==> config.mk <==
export PLATFORM = sky130hd
export DESIGN_NAME = mandelbrot_escape_iteration
export DESIGN_NICKNAME = d
export VERILOG_FILES = /design/src/rtl/mbe_pkg.sv /design/src/rtl/mandelbrot_escape_iteration.sv
export SDC_FILE = /design/constraint.sdc
export NUM_CORES = 2
export LEC_CHECK = 0
export ABC_CLOCK_PERIOD_IN_PS = 10870
export BUFFER_PORTS_ARGS = -buffer_cell sky130_fd_sc_hd__buf_4
export CORE_MARGIN = 3
export CORE_UTILIZATION = 30
export DETAILED_ROUTE_END_ITERATION = 10
export PLACE_DENSITY = 0.5
export SYNTH_ARGS = -nofsm -noshare
export SYNTH_HDL_FRONTEND = slang
export SYNTH_SLANG_ARGS = --single-unit
==> constraint.sdc <==
create_clock -name clk -period 10.87 [get_ports clk]
set_input_delay 2.174 -clock clk [delete_from_list [all_inputs] [get_ports clk]]
set_output_delay 2.174 -clock clk [all_outputs]
set_load 0.005 [all_outputs]
==> src/rtl/mbe_pkg.sv <==
// Shared types and constants for the Mandelbrot escape-time iteration block.
// Used by the top level, its port checker and the bench; depends on nothing else.
`timescale 1ns / 1ps

package mbe_pkg;

  // Width and reset value of the iteration limit register
  localparam int unsigned LIMIT_BITS = 16;
  localparam logic [LIMIT_BITS-1:0] LIMIT_RESET = 16'd256;

  // Sequencer states, one-hot
  typedef enum logic [5:0] {
    ST_IDLE  = 6'b000001,
    ST_CHECK = 6'b000010,
    ST_MUL   = 6'b000100,
    ST_FIN   = 6'b001000,
    ST_UPD   = 6'b010000,
    ST_OUT   = 6'b100000
  } state_t;

  // Which product the shared multiplier is working on
  typedef enum logic [1:0] {
    OP_RR = 2'd0,  // re * re
    OP_II = 2'd1,  // im * im
    OP_RI = 2'd2   // re * im
  } op_t;

endpackage

==> src/rtl/mandelbrot_escape_iteration.sv <==
// Top level of the Mandelbrot escape-time iteration block: sequencer, shared
// multiplier, saturating fixed-point update and escape test. Imports mbe_pkg.
`timescale 1ns / 1ps

// One pixel per input transfer: z starts at (start_re, start_im) and is
// replaced by z*z + c up to iteration_limit times, stopping early once the
// squared magnitude of the z just squared reaches 4.0. The result carries the
// step count (0 if the point never escaped) and the last z. All values are
// signed fixed point with FRACTION_BITS fraction bits; products round towards
// minus infinity and every product and sum saturates. The block works on one
// pixel at a time and holds in_tready low until the result has been taken.
// All three products of a step go through one shared multiplier of at most
// 32 x 32 bits for WORD_BITS up to 64; each multiplication sums P partial
// products (1 for WORD_BITS up to 32, 4 above). A step passes through the
// check, the partial products and a finishing state for each of the three
// products, then the update. The block is ready again in the cycle after
// the result transfer. The iteration limit may be written at any time the
// block is idle; cfg_tready is always high.
module mandelbrot_escape_iteration
  import mbe_pkg::*;
#(
  parameter int unsigned WORD_BITS     = 32,
  parameter int unsigned FRACTION_BITS = 25,
  parameter int unsigned COUNT_BITS    = 16
) (
  input  logic                                          clk,
  input  logic                                          rst_n,
  // input channel
  input  logic                                          in_tvalid,
  output logic                                          in_tready,
  // start_re, start_im, const_re, const_im (lowest bits first)
  input  logic [((4*WORD_BITS+7)/8)*8-1:0]              in_tdata,
  // result channel
  output logic                                          out_tvalid,
  input  logic                                          out_tready,
  // escape_count, final_re, final_im (lowest bits first)
  output logic [((COUNT_BITS+2*WORD_BITS+7)/8)*8-1:0]   out_tdata,
  // configuration channel
  input  logic                                          cfg_tvalid,
  output logic                                          cfg_tready,
  // iteration_limit
  input  logic [LIMIT_BITS-1:0]                         cfg_tdata
);

  localparam int unsigned W           = WORD_BITS;
  localparam int unsigned F           = FRACTION_BITS;
  localparam int unsigned OUT_TDATA_W = ((COUNT_BITS+2*W+7)/8)*8;
  // multiplier split into limbs of at most 32 bits for WORD_BITS up to 64
  localparam int unsigned NL    = (W > 32) ? 2 : 1;
  localparam int unsigned LIMB  = (W + NL - 1) / NL;
  localparam int unsigned PADW  = NL * LIMB;
  localparam int unsigned ACCW  = 2 * PADW;
  localparam int unsigned NPP   = NL * NL;
  localparam int unsigned SUMW  = (W + 1 > F + 3) ? W + 1 : F + 3;

  localparam logic [W-1:0]    W_MAX   = {1'b0, {(W-1){1'b1}}};
  localparam logic [W-1:0]    W_MIN   = {1'b1, {(W-1){1'b0}}};
  localparam logic [ACCW-1:0] POS_LIM = {{(ACCW-W+1){1'b0}}, {(W-1){1'b1}}};
  localparam logic [ACCW-1:0] NEG_LIM = {{(ACCW-W){1'b0}}, 1'b1, {(W-1){1'b0}}};
  localparam logic [SUMW-1:0] ESC_LIM = {{(SUMW-1){1'b0}}, 1'b1} << (F + 2);
  localparam logic [1:0]      PP_LAST = 2'(NPP - 1);

  // Saturating signed add on W-bit words
  function automatic logic [W-1:0] sat_add(input logic [W-1:0] a, input logic [W-1:0] b);
    logic [W:0] s;
    s = {a[W-1], a} + {b[W-1], b};
    if (s[W] != s[W-1]) begin
      sat_add = s[W] ? W_MIN : W_MAX;
    end else begin
      sat_add = s[W-1:0];
    end
  endfunction

  state_t                state_r, state_nxt;
  op_t                   op_r, op_nxt;
  logic [1:0]            pp_r, pp_nxt;
  logic [LIMIT_BITS-1:0] limit_r;
  logic [LIMIT_BITS-1:0] iter_r, iter_nxt;
  logic                  esc_r, esc_nxt;
  logic [W-1:0]          re_r, re_nxt;
  logic [W-1:0]          im_r, im_nxt;
  logic [W-1:0]          cre_r, cre_nxt;
  logic [W-1:0]          cim_r, cim_nxt;
  logic [W-1:0]          sr_r, sr_nxt;
  logic [W-1:0]          si_r, si_nxt;
  logic [W-1:0]          t_r, t_nxt;
  logic [ACCW-1:0]       acc_r, acc_nxt;

  logic                  in_xfer;
  logic [W-1:0]          opa, opb;
  logic                  prod_neg;
  logic [PADW-1:0]       a_pad, b_pad;
  logic                  ka, kb;
  logic [LIMB-1:0]       a_limb, b_limb;
  logic [ACCW-1:0]       pp_ext;
  logic [ACCW-1:0]       q_floor, q_ceil;
  logic                  rem_nz;
  logic [W-1:0]          fx_res;
  logic [W-1:0]          diff, dbl;
  logic [SUMW-1:0]       mag_sum;

  assign in_tready  = (state_r == ST_IDLE);
  assign in_xfer    = in_tvalid && in_tready;
  assign cfg_tready = 1'b1;
  assign out_tvalid = (state_r == ST_OUT);
  assign out_tdata  = OUT_TDATA_W'({im_r, re_r,
                                    esc_r ? COUNT_BITS'(iter_r) : {COUNT_BITS{1'b0}}});

  // Select the operands of the current product
  always_comb begin
    unique case (op_r)
      OP_RR: begin
        opa = re_r;
        opb = re_r;
      end
      OP_II: begin
        opa = im_r;
        opb = im_r;
      end
      OP_RI: begin
        opa = re_r;
        opb = im_r;
      end
      default: begin
        opa = re_r;
        opb = im_r;
      end
    endcase
  end

  // Shared multiplier: one limb product per cycle on operand magnitudes
  always_comb begin
    prod_neg = opa[W-1] ^ opb[W-1];
    a_pad    = PADW'(opa[W-1] ? (~opa + 1'b1) : opa);
    b_pad    = PADW'(opb[W-1] ? (~opb + 1'b1) : opb);
    ka       = (NL > 1) && pp_r[0];
    kb       = (NL > 1) && pp_r[1];
    a_limb   = LIMB'(a_pad >> (ka ? LIMB : 0));
    b_limb   = LIMB'(b_pad >> (kb ? LIMB : 0));
    pp_ext   = ACCW'({{LIMB{1'b0}}, a_limb} * {{LIMB{1'b0}}, b_limb});
    pp_ext   = pp_ext << ((ka ? LIMB : 0) + (kb ? LIMB : 0));
  end

  // Scale the exact product by the fraction bits, floor, saturate
  always_comb begin
    q_floor = acc_r >> F;
    rem_nz  = |acc_r[F-1:0];
    q_ceil  = q_floor + ACCW'(rem_nz);
    if (!prod_neg) begin
      fx_res = (q_floor > POS_LIM) ? W_MAX : q_floor[W-1:0];
    end else if (q_ceil > NEG_LIM) begin
      fx_res = W_MIN;
    end else begin
      fx_res = ~q_ceil[W-1:0] + 1'b1;
    end
  end

  // Step update and escape test
  always_comb begin
    diff    = sat_add(sr_r, ~si_r + 1'b1);
    dbl     = sat_add(t_r, t_r);
    mag_sum = SUMW'(sr_r) + SUMW'(si_r);
  end

  // Sequencer
  always_comb begin
    state_nxt = state_r;
    op_nxt    = op_r;
    pp_nxt    = pp_r;
    iter_nxt  = iter_r;
    esc_nxt   = esc_r;
    re_nxt    = re_r;
    im_nxt    = im_r;
    cre_nxt   = cre_r;
    cim_nxt   = cim_r;
    sr_nxt    = sr_r;
    si_nxt    = si_r;
    t_nxt     = t_r;
    acc_nxt   = acc_r;
    unique case (state_r)
      ST_IDLE: begin
        if (in_xfer) begin
          re_nxt    = in_tdata[W-1:0];
          im_nxt    = in_tdata[2*W-1:W];
          cre_nxt   = in_tdata[3*W-1:2*W];
          cim_nxt   = in_tdata[4*W-1:3*W];
          iter_nxt  = '0;
          esc_nxt   = 1'b0;
          state_nxt = ST_CHECK;
        end
      end
      ST_CHECK: begin
        if (iter_r < limit_r && !esc_r) begin
          op_nxt    = OP_RR;
          pp_nxt    = '0;
          acc_nxt   = '0;
          state_nxt = ST_MUL;
        end else begin
          state_nxt = ST_OUT;
        end
      end
      ST_MUL: begin
        acc_nxt = acc_r + pp_ext;
        pp_nxt  = pp_r + 2'd1;
        if (pp_r == PP_LAST) begin
          state_nxt = ST_FIN;
        end
      end
      ST_FIN: begin
        pp_nxt  = '0;
        acc_nxt = '0;
        unique case (op_r)
          OP_RR: begin
            sr_nxt    = fx_res;
            op_nxt    = OP_II;
            state_nxt = ST_MUL;
          end
          OP_II: begin
            si_nxt    = fx_res;
            op_nxt    = OP_RI;
            state_nxt = ST_MUL;
          end
          default: begin
            t_nxt     = fx_res;
            state_nxt = ST_UPD;
          end
        endcase
      end
      ST_UPD: begin
        re_nxt    = sat_add(diff, cre_r);
        im_nxt    = sat_add(dbl, cim_r);
        esc_nxt   = (mag_sum >= ESC_LIM);
        iter_nxt  = iter_r + 1'b1;
        state_nxt = ST_CHECK;
      end
      ST_OUT: begin
        if (out_tready) begin
          state_nxt = ST_IDLE;
        end
      end
      default: begin
        state_nxt = ST_IDLE;
      end
    endcase
  end

  // Control state and configuration register
  always_ff @(posedge clk) begin
    if (!rst_n) begin
      state_r <= ST_IDLE;
      limit_r <= LIMIT_RESET;
    end else begin
      state_r <= state_nxt;
      if (cfg_tvalid && cfg_tready) begin
        limit_r <= cfg_tdata;
      end
    end
  end

  // Datapath registers
  always_ff @(posedge clk) begin
    op_r   <= op_nxt;
    pp_r   <= pp_nxt;
    iter_r <= iter_nxt;
    esc_r  <= esc_nxt;
    re_r   <= re_nxt;
    im_r   <= im_nxt;
    cre_r  <= cre_nxt;
    cim_r  <= cim_nxt;
    sr_r   <= sr_nxt;
    si_r   <= si_nxt;
    t_r    <= t_nxt;
    acc_r  <= acc_nxt;
  end

endmodule

==> results.json <==
{
  "status": "completed",
  "placed_cell_area_um2": 63600,
  "timing.final.crit_share_pct": 96.0,
  "fp.dieH_um": 445,
  "slew_violations": 0,
  "start_kind": "flop",
  "async_flop_share_pct": 0,
  "netlist_top_cells_area": "fa_1 33%, edfxtp_1 16%, ha_1 8.5%",
  "worstSetupPathType": "reg -> reg",
  "grt_pass1_wl_um": 324000,
  "synth_nets": 7941,
  "multi_input_area_um2": 43400,
  "fill_cells": 19859,
  "ys_seq_area_share_pct": 16.8,
  "grt_usage_pct": 22.0,
  "crit_path_end_kind": "flop",
  "ioPinCount": 232,
  "synth_area_um2": 57900,
  "synth_cell_types": 97,
  "cts_tree": "done",
  "gr-total-overflow": 0,
  "required_ns": 11.19,
  "clk_pin_slew_ns": 0.06,
  "initial_core_util_pct": 30.3,
  "synth-seq-cells": 331,
  "cp_common_cell": "fa_1",
  "routed_wl_um": 219000,
  "cap_viol_max_count": 0,
  "slowest_delay_ns": 0.68,
  "placementRows": 160,
  "routedWlPerCell_um": 23.8,
  "cts-htree-levels": 2,
  "stdcell_area_um2": 65300,
  "regArea_um2": 9720,
  "cts_buffer_depth": 3,
  "cp_slowest_cell": "mux2i_1",
  "clock-root-buffer": "clkbuf_16",
  "worst_slew_pin_slew_ns": 1.25,
  "synth_edf_count": 309,
  "timing.rr.start": "op_r[1]$_SDFFCE_PP0P_",
  "drtPass1Iterations": 5,
  "min_from": "limit_r[8]$_SDFFE_PN1P_",
  "grt_pass1_vias": 48093,
  "hp-class": "reg -> reg",
  "setup_viol": 0,
  "drc_errors": 0,
  "nets": 8137,
  "viasPerCell": 5.05,
  "timing.critical_path.from": "op_r[1]$_SDFFCE_PP0P_",
  "place.gp.congestion": 0.953,
  "clock_latency_ns": 0.60,
  "cts_made_buffers": 41,
  "clkSinkCount": 331,
  "postSynthAreaPerCell_um2": 9.00,
  "hpwl_um": 183000,
  "dieArea_um2": 198000,
  "area_growth_pct": 12.8,
  "vias": 46386,
  "synth_common_cells": "1,095 x inv_1, 963 x fa_1, 838 x nand2_1",
  "yosys_most_used_dff": "edfxtp_1",
  "synth_top_cell_by_area": "fa_1",
  "fmax_ghz": 0.0958,
  "synth_top_cell_area_share_pct": 33.3,
  "skew_ns": 0.0273,
  "syn_inst": 6435,
  "fin_crit_ns": 10.43,
  "antenna_found_initial": 8,
  "synth.most_common_cell": "inv_1",
  "portBuffers": 230,
  "core_area_um2": 191000,
  "grt_max_degree": 67,
  "drive_above_1_share_pct": 9.65,
  "initialDrtViolationCount": 3438,
  "cp_max_fo": 39,
  "die_x_um": 445,
  "arrival_ns": 10.76,
  "drtAntennaViolNets": 0,
  "yosysWarnings": 0,
  "slew_headroom_pct": 15.5,
  "hold_viol": 0
}
==> layer usage <==
metal	part of all wire, %	wire (µm)	global-route usage (%)	up-vias
met2	47	103000	36.3	1510
met4	4.8	10400	8.92	0
met3	5.9	13000	2.83	282
li1	-	-	-	20971
met1	42	92600	29.2	23623
met5	0	0	0	-
==> logic make-up after synthesis <==
family / synth area share [%]
compound gates: 9.79
mux: 1.70
simple gates: 15.8
other cells: 0.00648
fa+ha+maj: 42.0
buf+inv: 9.14
flops: 16.8
xor+xnor: 4.85
==> worst paths after layout <==
path                             endpoint  slack, ns  cells past startpoint
setup reg to reg  acc_r[63]$_SDFFCE_PP0P_       0.44                     30
setup / recovery  acc_r[63]$_SDFFCE_PP0P_       0.44                     30
hold reg to reg   limit_r[8]$_SDFFE_PN1P_       0.50                      2
hold / removal    limit_r[8]$_SDFFE_PN1P_       0.50                      2
==> per-stage QoR <==
step / std cells / utilization, % / worst slack, ns / hold slack [ns] / TNS, ns
2_1_floorplan: 6435 / - / 0.326 / 0.461 / 0
3_3_place_gp: 9089 / 33.3 / -0.131 / 0.492 / -0.236
3_5_place_dp: 9089 / 33.3 / -0.218 / 0.503 / -0.754
4_1_cts: 9164 / 34.1 / 0.0509 / 0.513 / 0
5_1_grt: 9178 / 34.2 / -0.00712 / 0.551 / -0.00712
6_report: 9179 / 34.2 / 0.435 / 0.504 / 0
==> flip-flops by register name (all words and copies together), names as in the netlist, 16 cells and up <==
register  cells
acc_r        64
cim_r        32
cre_r        32
im_r         32
re_r         32
si_r         32
sr_r         32
t_r          32
iter_r       16
limit_r      16
==> what timing repair did <==
item                       CTS  global route
pin swaps                    0             5
buffers inserted             0            10
setup endpoints to repair   11            21
gates resized for setup      1            26
hold buffers                 0             0
==> cell usage in the layout, fill, tap and decap left out, types with 69 or more instances in the layout <==
cell,n
and2_1,69
o21ai_0,148
a21o_1,158
xor2_1,125
fa_1,963
xnor2_1,143
nor2_1,692
buf_4,431
mux2i_1,86
a21oi_1,264
nand3_1,69
ha_1,394
nand2_1,838
nor3_1,88
edfxtp_1,309
inv_1,1095
==> critical path, delay by kind of cell, from the launching register on <==
family,cells,cell delay (ns)
AO/OA/AOI/OAI,8,1.98
XOR/XNOR,2,0.77
adder cells (fa/ha/maj),9,4.32
buffers and inverters,5,1.10
flip-flops,1,0.50
multiplexers,1,0.68
AND/OR/NAND/NOR,5,0.75
==> layout make-up <==
type	instances	area share, %
Antenna cell	5	0.0192
Clock buffer	47	1.64
Clock inverter	28	0.554
Inverter	1095	6.30
Multi-Input combinational cell	4720	66.5
Sequential cell	331	14.9
Tap cell	2511	4.81
Timing Repair Buffer	442	5.25
Power is left out: the tool's default activity adds up to more than one toggle a clock period on the data nets, which glitch-free logic cannot reach.
